==> config.mk <==
export PLATFORM = sky130hd
export DESIGN_NAME = char_lcd_nibble_interface
export DESIGN_NICKNAME = d
export VERILOG_FILES = /design/src/rtl/clnib_pkg.sv /design/src/rtl/char_lcd_nibble_interface.sv /design/src/rtl/clnib_csr.sv /design/src/rtl/clnib_step.sv
export SDC_FILE = /design/constraint.sdc
export NUM_CORES = 1
export LEC_CHECK = 0
export BUFFER_PORTS_ARGS = -buffer_cell sky130_fd_sc_hd__buf_2
export CAP_MARGIN = 30
export CORE_MARGIN = 2
export CORE_UTILIZATION = 35
export DETAILED_ROUTE_END_ITERATION = 10
export HOLD_SLACK_MARGIN = 0.12
export SETUP_SLACK_MARGIN = 0.15
export SYNTH_ARGS = -nofsm -noshare
export SYNTH_HDL_FRONTEND = slang
export SYNTH_SLANG_ARGS = --single-unit
==> constraint.sdc <==
create_clock -name clock -period 20.1 [get_ports clock]
set_input_delay 1.005 -clock clock [delete_from_list [all_inputs] [get_ports clock]]
set_output_delay 1.005 -clock clock [all_outputs]
set_load 0.005 [all_outputs]
==> src/rtl/clnib_pkg.sv <==
package clnib_pkg;

   // Sequencer steps of the pin engine
   typedef enum logic [4:0] {
      STEP_IDLE  = 5'd0,
      STEP_PWR   = 5'd1,
      STEP_N3A   = 5'd2,
      STEP_W5    = 5'd3,
      STEP_N3B   = 5'd4,
      STEP_W150  = 5'd5,
      STEP_N3C   = 5'd6,
      STEP_N2    = 5'd7,
      STEP_CFG_H = 5'd8,
      STEP_CFG_L = 5'd9,
      STEP_DSP_H = 5'd10,
      STEP_DSP_L = 5'd11,
      STEP_CLR_H = 5'd12,
      STEP_CLR_L = 5'd13,
      STEP_CLR_W = 5'd14,
      STEP_ENT_H = 5'd15,
      STEP_ENT_L = 5'd16,
      STEP_REQ_H = 5'd17,
      STEP_REQ_L = 5'd18,
      STEP_REQ_W = 5'd19
   } step_type;

   typedef enum logic [2:0] {
      OP_CMD    = 3'd0,
      OP_CHAR   = 3'd1,
      OP_CURSOR = 3'd2,
      OP_CLEAR  = 3'd3,
      OP_HOME   = 3'd4,
      OP_INIT   = 3'd5
   } opcode_type;

   // Register indexes on the csr port
   localparam logic [2:0] REG_PULSE_HIGH = 3'd0;
   localparam logic [2:0] REG_POST_PULSE = 3'd1;
   localparam logic [2:0] REG_TICKS_MS   = 3'd2;
   localparam logic [2:0] REG_POWER_UP   = 3'd3;
   localparam logic [2:0] REG_CLEAR_WAIT = 3'd4;

   localparam logic [7:0]  ROW1_BASE    = 8'h80;
   localparam logic [7:0]  ROW2_BASE    = 8'hC0;
   localparam logic [3:0]  NIB_INIT3    = 4'h3;
   localparam logic [3:0]  NIB_INIT2    = 4'h2;
   localparam logic [7:0]  BYTE_FUNCSET = 8'h28;
   localparam logic [7:0]  BYTE_DISPON  = 8'h0E;
   localparam logic [7:0]  BYTE_CLEAR   = 8'h01;
   localparam logic [7:0]  BYTE_HOME    = 8'h02;
   localparam logic [7:0]  BYTE_ENTRY   = 8'h06;
   localparam logic [7:0]  WAIT_5_MS    = 8'd5;
   localparam logic [23:0] WAIT_150     = 24'd150;

   localparam logic [9:0]  RST_PULSE_HIGH = 10'd10;
   localparam logic [11:0] RST_POST_PULSE = 12'd100;
   localparam logic [15:0] RST_TICKS_MS   = 16'd1000;
   localparam logic [7:0]  RST_POWER_UP   = 8'd40;
   localparam logic [7:0]  RST_CLEAR_WAIT = 8'd2;

   typedef struct packed {
      logic [9:0]  pulse_high;
      logic [11:0] post_pulse;
      logic [15:0] ticks_ms;
      logic [7:0]  power_up_ms;
      logic [7:0]  clear_wait_ms;
   } cfg_type;

   typedef struct packed {
      step_type    step;
      logic [1:0]  phase;
      logic [23:0] timer;
      logic [7:0]  held_byte;
      logic        held_rs;
      logic [7:0]  after_ms;
      logic [5:0]  pins;       // 3:0 data, 4 EN, 5 RS
   } state_type;

   typedef struct packed {
      logic        refused;
      logic        accepted;
      logic        busy;
      logic [3:0]  nibble;
      logic        en;
      logic        rw;
      logic        rs;
   } result_type;

   typedef struct packed {
      logic        valid;
      opcode_type  opcode;
      logic [7:0]  byte_val;
      logic [1:0]  row;
      logic [6:0]  col;
   } request_type;

endpackage

==> src/rtl/char_lcd_nibble_interface.sv <==
// The result item for an input tick appears in the rsp register in the cycle after accept.
// Throughput: one item per clock while the result register is empty or drained; the sequencer
// step logic and its single 8x16 multiplier complete a tick between the state registers and the
// result register. Reset (synchronous, active high): sequencer idle, pins low, registers at their
// defaults, result register empty.
module char_lcd_nibble_interface
   import clnib_pkg::*;
(
   input  logic        clock,
   input  logic        reset,
   // request tick channel
   input  logic        req_tvalid,
   output logic        req_tready,
   input  logic [23:0] req_tdata,   // req_byte[7:0], cursor_row[9:8], cursor_col[16:10], zero
   input  logic [3:0]  req_tuser,   // req_valid[0], opcode[3:1]
   // pin level result channel
   output logic        rsp_tvalid,
   input  logic        rsp_tready,
   output logic [15:0] rsp_tdata,   // rs_pin[0], rw_pin[1], en_pin[2], data_nibble[6:3],
                                    // busy_res[7], accepted[8], refused[9], zero
   // register write port
   input  logic        csr_we,
   input  logic [2:0]  csr_index,
   input  logic [15:0] csr_wdata
);

   cfg_type     cfg;
   request_type req;
   state_type   state_ff;
   state_type   state_in;
   result_type  res;
   result_type  rsp_ff;
   logic        rsp_valid_ff;
   logic        accept;

   clnib_csr u_csr (
      .clock     (clock),
      .reset     (reset),
      .csr_we    (csr_we),
      .csr_index (csr_index),
      .csr_wdata (csr_wdata),
      .cfg       (cfg)
   );

   // Unpack the incoming tick
   assign req.valid    = req_tuser[0];
   assign req.opcode   = opcode_type'(req_tuser[3:1]);
   assign req.byte_val = req_tdata[7:0];
   assign req.row      = req_tdata[9:8];
   assign req.col      = req_tdata[16:10];

   clnib_step u_step (
      .cur (state_ff),
      .cfg (cfg),
      .req (req),
      .nxt (state_in),
      .res (res)
   );

   // Take a new tick whenever the result register is empty or being drained
   assign req_tready = !rsp_valid_ff || rsp_tready;
   assign accept     = req_tvalid && req_tready;

   // Hold the sequencer state; advance it only on an accepted tick
   always_ff @(posedge clock) begin
      if (reset) begin
         state_ff.step      <= STEP_IDLE;
         state_ff.phase     <= '0;
         state_ff.timer     <= '0;
         state_ff.held_byte <= '0;
         state_ff.held_rs   <= 1'b0;
         state_ff.after_ms  <= '0;
         state_ff.pins      <= '0;
      end else if (accept) begin
         state_ff <= state_in;
      end
   end

   always_ff @(posedge clock) begin
      if (reset) begin
         rsp_valid_ff <= 1'b0;
      end else if (req_tready) begin
         rsp_valid_ff <= req_tvalid;
      end
   end

   // Payload register needs no reset
   always_ff @(posedge clock) begin
      if (accept) begin
         rsp_ff <= res;
      end
   end

   assign rsp_tvalid = rsp_valid_ff;
   assign rsp_tdata  = {6'b0, rsp_ff.refused, rsp_ff.accepted, rsp_ff.busy, rsp_ff.nibble,
                        rsp_ff.en, rsp_ff.rw, rsp_ff.rs};

   // A tick is never both taken and refused
   a_acc_ref_excl: assert property (@(posedge clock) disable iff (reset)
      rsp_tvalid |-> !(rsp_ff.accepted && rsp_ff.refused))
      else $error("accepted and refused both set");

   // An idle sequencer has no timer or phase left over
   a_idle_clean: assert property (@(posedge clock) disable iff (reset)
      (state_ff.step == STEP_IDLE) |-> (state_ff.timer == '0 && state_ff.phase == 2'd0))
      else $error("idle sequencer with live timer");

   // A running step always has ticks left
   a_busy_timer: assert property (@(posedge clock) disable iff (reset)
      (state_ff.step != STEP_IDLE) |-> (state_ff.timer != '0))
      else $error("running step with zero timer");

   // EN is high only during the pulse phase of a nibble
   a_en_phase: assert property (@(posedge clock) disable iff (reset)
      state_ff.pins[4] |-> (state_ff.phase == 2'd1))
      else $error("enable high outside pulse phase");

   // A refused tick leaves the sequencer busy
   a_refused_busy: assert property (@(posedge clock) disable iff (reset)
      (rsp_tvalid && rsp_ff.refused) |-> rsp_ff.busy)
      else $error("refused while not busy");

endmodule

==> src/rtl/clnib_csr.sv <==
module clnib_csr
   import clnib_pkg::*;
(
   input  logic        clock,
   input  logic        reset,
   input  logic        csr_we,
   input  logic [2:0]  csr_index,
   input  logic [15:0] csr_wdata,
   output cfg_type     cfg
);

   cfg_type cfg_ff;
   cfg_type cfg_in;

   always_comb begin
      cfg_in = cfg_ff;
      if (csr_we) begin
         unique case (csr_index)
            REG_PULSE_HIGH: cfg_in.pulse_high    = csr_wdata[9:0];
            REG_POST_PULSE: cfg_in.post_pulse    = csr_wdata[11:0];
            REG_TICKS_MS:   cfg_in.ticks_ms      = csr_wdata;
            REG_POWER_UP:   cfg_in.power_up_ms   = csr_wdata[7:0];
            REG_CLEAR_WAIT: cfg_in.clear_wait_ms = csr_wdata[7:0];
            default: ; // unused indexes: drop the write
         endcase
      end
   end

   always_ff @(posedge clock) begin
      if (reset) begin
         cfg_ff.pulse_high    <= RST_PULSE_HIGH;
         cfg_ff.post_pulse    <= RST_POST_PULSE;
         cfg_ff.ticks_ms      <= RST_TICKS_MS;
         cfg_ff.power_up_ms   <= RST_POWER_UP;
         cfg_ff.clear_wait_ms <= RST_CLEAR_WAIT;
      end else begin
         cfg_ff <= cfg_in;
      end
   end

   assign cfg = cfg_ff;

endmodule

==> src/rtl/clnib_step.sv <==
module clnib_step
   import clnib_pkg::*;
(
   input  state_type   cur,
   input  cfg_type     cfg,
   input  request_type req,
   output state_type   nxt,
   output result_type  res
);

   function automatic step_type next_step(step_type s);
      step_type n;
      n = STEP_IDLE;
      unique case (s) inside
         STEP_PWR, STEP_N3A, STEP_W5, STEP_N3B, STEP_W150, STEP_N3C, STEP_N2,
         STEP_CFG_H, STEP_CFG_L, STEP_DSP_H, STEP_DSP_L, STEP_CLR_H, STEP_CLR_L,
         STEP_CLR_W, STEP_ENT_H, STEP_REQ_H, STEP_REQ_L:
            n = step_type'(s + 5'd1);
         default: n = STEP_IDLE;
      endcase
      return n;
   endfunction

   // Milliseconds of a wait step; power-up by default
   function automatic logic [7:0] wait_ms(step_type s, logic [7:0] after_ms, cfg_type c);
      logic [7:0] m;
      m = c.power_up_ms;
      unique case (s) inside
         STEP_W5:               m = WAIT_5_MS;
         STEP_CLR_W, STEP_REQ_W: m = after_ms;
         default:               m = c.power_up_ms;
      endcase
      return m;
   endfunction

   // A millisecond wait of zero length is skipped
   function automatic logic wait_zero(step_type s, logic [7:0] after_ms, cfg_type c);
      logic z;
      z = 1'b0;
      unique case (s) inside
         STEP_PWR:               z = (c.power_up_ms == '0) || (c.ticks_ms == '0);
         STEP_W5:                z = (c.ticks_ms == '0);
         STEP_CLR_W, STEP_REQ_W: z = (after_ms == '0) || (c.ticks_ms == '0);
         default:                z = 1'b0;
      endcase
      return z;
   endfunction

   function automatic state_type enter_step(step_type s, state_type st, cfg_type c,
                                            logic [23:0] prod);
      state_type  n;
      step_type   s1;
      logic       drive;
      logic [3:0] nib;
      n     = st;
      drive = 1'b0;
      nib   = '0;
      s1    = s;
      if (wait_zero(s, st.after_ms, c)) begin
         s1 = next_step(s);
      end
      n.step  = s1;
      n.phase = 2'd0;
      unique case (s1) inside
         STEP_PWR, STEP_W5, STEP_CLR_W, STEP_REQ_W: n.timer = prod;
         STEP_W150: n.timer = WAIT_150;
         STEP_N3A, STEP_N3B, STEP_N3C: begin
            drive = 1'b1;
            nib   = NIB_INIT3;
         end
         STEP_N2: begin
            drive = 1'b1;
            nib   = NIB_INIT2;
         end
         STEP_CFG_H: begin
            n.held_byte = BYTE_FUNCSET;
            drive       = 1'b1;
            nib         = BYTE_FUNCSET[7:4];
         end
         STEP_DSP_H: begin
            n.held_byte = BYTE_DISPON;
            drive       = 1'b1;
            nib         = BYTE_DISPON[7:4];
         end
         STEP_CLR_H: begin
            n.held_byte = BYTE_CLEAR;
            drive       = 1'b1;
            nib         = BYTE_CLEAR[7:4];
         end
         STEP_ENT_H: begin
            n.held_byte = BYTE_ENTRY;
            drive       = 1'b1;
            nib         = BYTE_ENTRY[7:4];
         end
         STEP_REQ_H: begin
            drive = 1'b1;
            nib   = st.held_byte[7:4];
         end
         STEP_CFG_L, STEP_DSP_L, STEP_CLR_L, STEP_ENT_L, STEP_REQ_L: begin
            drive = 1'b1;
            nib   = st.held_byte[3:0];
         end
         default: begin
            n.step  = STEP_IDLE;
            n.timer = '0;
         end
      endcase
      if (drive) begin
         n.pins  = {st.held_rs, 1'b1, nib};
         n.phase = 2'd1;
         n.timer = (c.pulse_high == '0) ? 24'd1 : {14'b0, c.pulse_high};
      end
      return n;
   endfunction

   state_type   adv;
   state_type   pre;
   step_type    adv_target;
   logic        adv_enter;
   logic [23:0] dec;
   logic [7:0]  mul_ms;
   logic [23:0] prod;
   logic        acc;
   logic        refd;

   // Advance the running sequence by one tick
   always_comb begin
      adv        = cur;
      adv_enter  = 1'b0;
      adv_target = next_step(cur.step);
      dec        = cur.timer - 24'd1;
      if (cur.step != STEP_IDLE) begin
         if (dec != '0) begin
            adv.timer = dec;
         end else if (cur.phase == 2'd1) begin
            adv.phase   = 2'd2;
            adv.pins[4] = 1'b0;
            adv.timer   = (cfg.post_pulse == '0) ? 24'd1 : {12'b0, cfg.post_pulse};
         end else begin
            adv_enter = 1'b1;
         end
      end
   end

   // One shared multiplier: a wait that the advance path actually enters,
   // otherwise the power-up wait of a request taken in this tick
   assign mul_ms = (adv_enter && !wait_zero(adv_target, cur.after_ms, cfg)) ?
                   wait_ms(adv_target, cur.after_ms, cfg) : cfg.power_up_ms;
   assign prod   = {16'b0, mul_ms} * {8'b0, cfg.ticks_ms};

   always_comb begin
      pre  = adv_enter ? enter_step(adv_target, adv, cfg, prod) : adv;
      nxt  = pre;
      acc  = 1'b0;
      refd = 1'b0;
      if (req.valid) begin
         case (req.opcode) inside
            OP_CMD, OP_CHAR, OP_CURSOR, OP_CLEAR, OP_HOME, OP_INIT: begin
               if (pre.step != STEP_IDLE) begin
                  refd = 1'b1;
               end else begin
                  acc          = 1'b1;
                  nxt.held_rs  = 1'b0;
                  nxt.after_ms = '0;
                  case (req.opcode)
                     OP_CMD: begin
                        nxt.held_byte = req.byte_val;
                        nxt = enter_step(STEP_REQ_H, nxt, cfg, prod);
                     end
                     OP_CHAR: begin
                        nxt.held_rs   = 1'b1;
                        nxt.held_byte = req.byte_val;
                        nxt = enter_step(STEP_REQ_H, nxt, cfg, prod);
                     end
                     OP_CURSOR: begin
                        // rows other than one and two send nothing
                        if (req.row == 2'd1 || req.row == 2'd2) begin
                           nxt.held_byte = ({1'b0, req.col} - 8'd1) |
                                           ((req.row == 2'd1) ? ROW1_BASE : ROW2_BASE);
                           nxt = enter_step(STEP_REQ_H, nxt, cfg, prod);
                        end
                     end
                     OP_CLEAR: begin
                        nxt.held_byte = BYTE_CLEAR;
                        nxt.after_ms  = cfg.clear_wait_ms;
                        nxt = enter_step(STEP_REQ_H, nxt, cfg, prod);
                     end
                     OP_HOME: begin
                        nxt.held_byte = BYTE_HOME;
                        nxt.after_ms  = cfg.clear_wait_ms;
                        nxt = enter_step(STEP_REQ_H, nxt, cfg, prod);
                     end
                     default: begin
                        nxt.after_ms = cfg.clear_wait_ms;
                        nxt = enter_step(STEP_PWR, nxt, cfg, prod);
                     end
                  endcase
               end
            end
            default: ; // unknown opcodes: ignore
         endcase
      end
   end

   assign res.rs       = nxt.pins[5];
   assign res.rw       = 1'b0;
   assign res.en       = nxt.pins[4];
   assign res.nibble   = nxt.pins[3:0];
   assign res.busy     = (nxt.step != STEP_IDLE);
   assign res.accepted = acc;
   assign res.refused  = refd;

endmodule
### Word-level counts from Yosys, hierarchy flattened

Cells that the tools add are included.

* output and inout port bits: 18
* logic and storage cells: 433
* bits in registers: 118

* multiply operators: 1
* bitwise operators: 1
* equality and inequality tests: 180
* mux-type cells: 157
* reductions and logical operators: 71
* add/sub/neg operators: 4

Operators with widths (number)
* $pmux 24 s3: 7
* $eq 5x4->1 const B: 72
* $mux 54: 5
* $pmux 54 s5: 1
* $eq 5x3->1 const B: 36
* $mux 25: 7
* $mux 5: 35
* $eq 5x5->1 const B: 33
* $pmux 8 s4: 5
* $reduce_or 19->1: 7
* $reduce_or 14->1: 7
* $eq 5x2->1 const B: 18
* $pmux 4 s4: 5
* $mux 1: 65
* $mux 26: 2
* $eq 5x1->1 const B: 9
* $mux 6: 7
* $reduce_or 5->1: 7
* $reduce_or 17->1: 2
* $reduce_or 4->1: 7
* $mul 8x16->24: 1
* $mux 24: 1
* $pmux 6 s4: 1
* $reduce_bool 24->1: 1
* other kinds (33): 73

### Depth between registers and ports, before layout

* depth after elaboration: 38
* depth in mapped cells: 39

### By module

A second synthesis with hierarchy kept.

* cells, all modules: 1588
* area, all modules: 12973.7 um^2

Modules (own cells, without submodules)
* clnib_step: instances 1, cells each 1112, area each 8039.0 um^2, sequential area each 0.0 um^2
* char_lcd_nibble_interface: instances 1, cells each 268, area each 2728.9 um^2, sequential area each 1401.3 um^2
* clnib_csr: instances 1, cells each 208, area each 2205.9 um^2, sequential area each 1081.0 um^2

### Worst setup path after synthesis

Ideal clock, no wire load.

* path type: reg2reg
* start point: reg state_ff[49] (netlist bit)
* end point: reg state_ff[45] (netlist bit)
* buffers on the path: 4
* required time: 20.026 ns
* cell stages (with the launch flop): 40
* setup slack: 11.782 ns
* arrival: 8.243 ns
* period minus slack after synthesis: 8.318 ns
* path through: dfxtp_1 -> buf_2 -> inv_1 -> ha_1 -> nor3_1 -> a211o_1 -> nand3_1 -> and2_0 -> clkbuf_1 -> ha_1 -> nor2b_1 -> o211ai_1 -> a211oi_2 -> o211ai_4 -> nand2_1 -> nor3_2 -> buf_4 -> nor2b_1 -> [4 not listed] -> fa_1 -> inv_1 -> fa_1 -> inv_1 -> fa_1 -> inv_1 -> ha_1 -> o21a_1 -> nor2_1 -> a211o_1 -> a31oi_1 -> a2111o_1 -> a21oi_1 -> o21bai_1 -> a21oi_1 -> xnor2_1 -> nand3_1 -> o21ai_0

* word-level cells in the longest chain between the ends: 20

RTL lines
* start, declared: RTL line char_lcd_nibble_interface.sv:29 `state_type state_ff;`
* start signal, assigned: RTL line char_lcd_nibble_interface.sv:75 `state_ff <= state_in;`
* $eq 5x5->1, or another cell as far along: RTL line clnib_step.sv:130 `adv_target = next_step(cur.step);`
* $reduce_or 17->1: RTL line clnib_step.sv:14 `unique case (s) inside`
* $mux 5: RTL line clnib_step.sv:14
* $eq 5x5->1 or $eq 5x4->1 (tied branches)
* $reduce_or 2->1: RTL line clnib_step.sv:28, clnib_step.sv:40
* $pmux 1 s3: RTL line clnib_step.sv:40 `unique case (s) inside`
* $logic_not 1->1: RTL line clnib_step.sv:147 `assign mul_ms = (adv_enter && !wait_zero(adv_target, cur.after_ms, cfg)) ?`
* $logic_and 1x1->1: RTL line clnib_step.sv:147
* [4 not listed]
* $mux 54: RTL line clnib_step.sv:152 `pre = adv_enter ? enter_step(adv_target, adv, cfg, prod) : adv;`
* $pmux 24 s3: RTL line clnib_step.sv:64 `unique case (s1) inside`
* $mux 25: RTL line clnib_step.sv:108 `if (drive) begin`
* $mux 54: RTL line clnib_step.sv:177 `if (req.row == 2'd1 || req.row == 2'd2) begin`
* $pmux 54 s5: RTL line clnib_step.sv:165 `case (req.opcode)`
* $mux 54: RTL line clnib_step.sv:159 `if (pre.step != STEP_IDLE) begin`
* $mux 54: RTL line clnib_step.sv:157 `case (req.opcode) inside`
* $mux 54 (*): RTL line clnib_step.sv:156 `if (req.valid) begin`

Mark *: on every way between the ends. The rest lies on a longest branch, timed or not.
A chain may end at the register's enable or synchronous reset.

### Worst setup path after layout

* start point: reg state_ff[49] (netlist bit)
* end point: reg state_ff[46] (netlist bit)

Same word-level chain as after synthesis.

==> metrics.cfg <==
[sta]
slew_viol_final=0
period_share_pct=51.26
worstMarginPinSlew_ns=1.031
period_needed_ns=10.30
max_clock_freq_mhz=97.05
hold_viol=0
max_slew_margin_pct=31.02
setup_viol=0
fin_skew_ns=0.01298
fin_setup_tns_ns=0
rsz0062_at_grt=no

[die]
rows=68
coreArea_um2=34460
io-pin-count=70
fp.dieW_um=190.9
fp.dieArea_um2=36460
fp.dieH_um=190.9
start_util_pct=35.49

[synth]
synthesis.area_um2=12230
yosys_warnings=0
async_reset_ff_share_pct=0
synth-edff-count=9
ys_seq_elements=118
syn_inst=1583
yosysTopAreaCell=dfxtp_1
seq_area_frac_synth_pct=20.05
synth_top_area_share_pct=17.84
synth_flop_cell=dfxtp_1
yosysUniqueCellTypes=100
synth.avg_cell_area_um2=7.726
synthTopCellsByCount=nand2_1 (187), nor2b_1 (135), inv_1 (130)
synth_most_common_cell=nand2_1
synthTopCellsByArea=dfxtp_1 (18%), fa_1 (14%), nor2b_1 (6.9%)

[min_path]
hold_path.class=flop to flop
hold_depth=2
hold_start=u_csr.cfg[6]
min_to=u_csr.cfg[6]

[global_route]
global_route.usage.met1_pct=27.34
gr-total-overflow=0
grt_max_degree=88
grt_pass1_vias=11209
antenna_found_initial=0
met2_usage_pct=35.38
grt-busiest-layer=met2
grtUsageTotal_pct=20.84
grt_pass1_wl_mm=60.11
grtUsageMet3_pct=2.974

[final_layout]
multi_input_area_um2=8870
drive_above_1_share_pct=9.566
seqCellArea_um2=2452
diodes=0
num-fill-cells=3565
syn_to_final_growth_pct=9.463
nets=1768
fin_util_pct=38.85

[route]
antenna_left=0
initialDrtViolationCount=854
dr.pass1.iters=5
vias=11583
wl_per_cell_um=18.14
drc=0
vias_per_cell=5.667
routed_wl_mm=37.07

[job]
maxCapViolCount=0

[outcome]
outcome=completed

[cts]
clock_latency_ns=0.45
cts_tree=built
clock_sinks=118
postCtsSetupBuffers=0
clk_pin_slew_worst_paths_ns=0.07
post_cts_resize_count=0
hold_buffers=0
cts.htree.levels=4
root_buffer=clkbuf_16
cts_buffer_depth=2
cts_made_buffers=17

[placed_design]
gp_congestion=0.9083
post-dp-hpwl_mm=26.99
portBuffers=55

[power]
cellLeakagePower_uw=0.005420
max-vdd-ir-drop_mv=0.06727
power_density_nw_per_um2=64.05

[critical_path]
crit_slowest_cell=nor3_2
rr_endpoint=state_ff[46]
r2r-start=state_ff[49]
reg2reg_slack_ns=9.80
required_ns=20.44
cp-startpoint=state_ff[49]
end_kind=flop
cp_data_arrival_time_ns=10.64
startpoint_type=flop
critical-path-max-stage-delay_ns=0.86
path_class=flop to flop
r2r_cells=34
crit_fanout=16

-- area by class of cell --
class | count | area share [%]
clock inverter | 15 | 1.495
sequential | 118 | 18.32
clock buffer | 17 | 3.178
inverter | 132 | 3.701
timing repair buffer | 68 | 2.804
tap | 455 | 4.252
multi-input combinational | 1239 | 66.25
-- cells by family (layout without fill, tap and decap cells) --
group                    count (synthesis)  after routing  synth area share, %
XOR/XNOR                                31             31                2.220
multiplexers                             9              9               0.7468
adder cells (fa/ha/maj)                140            140                19.48
flip-flops                             118            118                20.05
other                                    1              7              0.03066
AND/OR/NAND/NOR                        681            681                29.15
AO/OA/AOI/OAI                          371            371                20.56
buffers and inverters                  232            232                7.765
-- how the worst max path moves through the flow --
stage / endpoint / slack, ns / depth (start not counted)
after global placement: state_ff[46] / 10.01 / 34
after CTS: state_ff[46] / 9.85 / 34
after floorplan: state_ff[45] / 11.78 / 39
final: state_ff[46] / 9.80 / 34
after global routing: state_ff[46] / 9.15 / 33
after detailed placement: state_ff[46] / 9.87 / 34
-- sequential cells by signal, summed over array words and instances, names as in the netlist --
name,count
u_csr.cfg,54
state_ff,54
rsp_tdata,9
rsp_tvalid,1
-- worst max-delay path: cells and delay by family (launching register included) --
family	cells	cell delay (ns)
flops	1	0.70
fa+ha+maj	7	2.85
simple gates	9	2.75
buf+inv	4	0.41
compound gates	13	3.31
xor+xnor	1	0.15
-- where the power goes --
group	internal [uW]	leakage [uW]	total, uW	switching (uW)
sequential	248	0.000977	263	15.2
clock	208	0.000298	340	132
combinational	94.5	0.00414	255	160
total	550	0.00542	857	307
-- metal layers --
layer | share of wire (%) | vias to the layer above
li1 | - | 5433
met1 | 45 | 5762
met2 | 49 | 343
met3 | 4.8 | 45
met4 | 2.1 | 0
met5 | 0 | -
-- cells in the final DEF, fill, tap and decap left out, types with 9 or more instances in the layout --
| cell type | synthesis | final |
|---|---|---|
| a22oi_1 | 14 | 14 |
| or2_2 | 11 | 11 |
| nor2b_1 | 135 | 135 |
| buf_4 | 8 | 14 |
| inv_1 | 130 | 130 |
| edfxtp_1 | 9 | 9 |
| a22o_1 | 9 | 9 |
| a21oi_1 | 114 | 114 |
| nor3_1 | 52 | 52 |
| nor4_1 | 18 | 18 |
| a21o_1 | 9 | 9 |
| a211oi_1 | 13 | 13 |
| and3_1 | 11 | 11 |
| nand2b_1 | 32 | 32 |
| nand4_1 | 10 | 10 |
| or3_1 | 11 | 11 |
| o21ai_0 | 66 | 65 |
| xnor2_1 | 19 | 19 |
| o31ai_1 | 9 | 9 |
| buf_2 | 13 | 54 |
| and2_1 | 9 | 9 |
| nand2_1 | 187 | 187 |
| a31oi_1 | 21 | 18 |
| fa_1 | 84 | 84 |
| o211ai_1 | 10 | 10 |
| ha_1 | 56 | 56 |
| dfxtp_1 | 109 | 109 |
| nand3b_1 | 25 | 25 |
| xor2_1 | 12 | 12 |
| nor2_1 | 104 | 104 |
| o22ai_1 | 10 | 10 |
| clkbuf_16 | 0 | 17 |
| nand3_1 | 38 | 38 |
| a221oi_1 | 13 | 13 |
-- metrics by stage --
step / power [uW] / area [um2] / worst slack [ns] / hold WS [ns] / std cells
floorplan: 448.9 / 12250 / 11.78 / 0.4354 / 1589
finish: 857.4 / 13390 / 9.796 / 0.4541 / 2044
global route: 904.0 / 13390 / 9.151 / 0.4764 / 2044
CTS: 859.4 / 13390 / 9.850 / 0.4567 / 2044
detailed placement: 518.8 / 12760 / 9.866 / 0.4492 / 2012
global placement: 516.6 / 12760 / 10.01 / 0.4458 / 2012
Note: power is estimated with default switching activity, not from simulation.
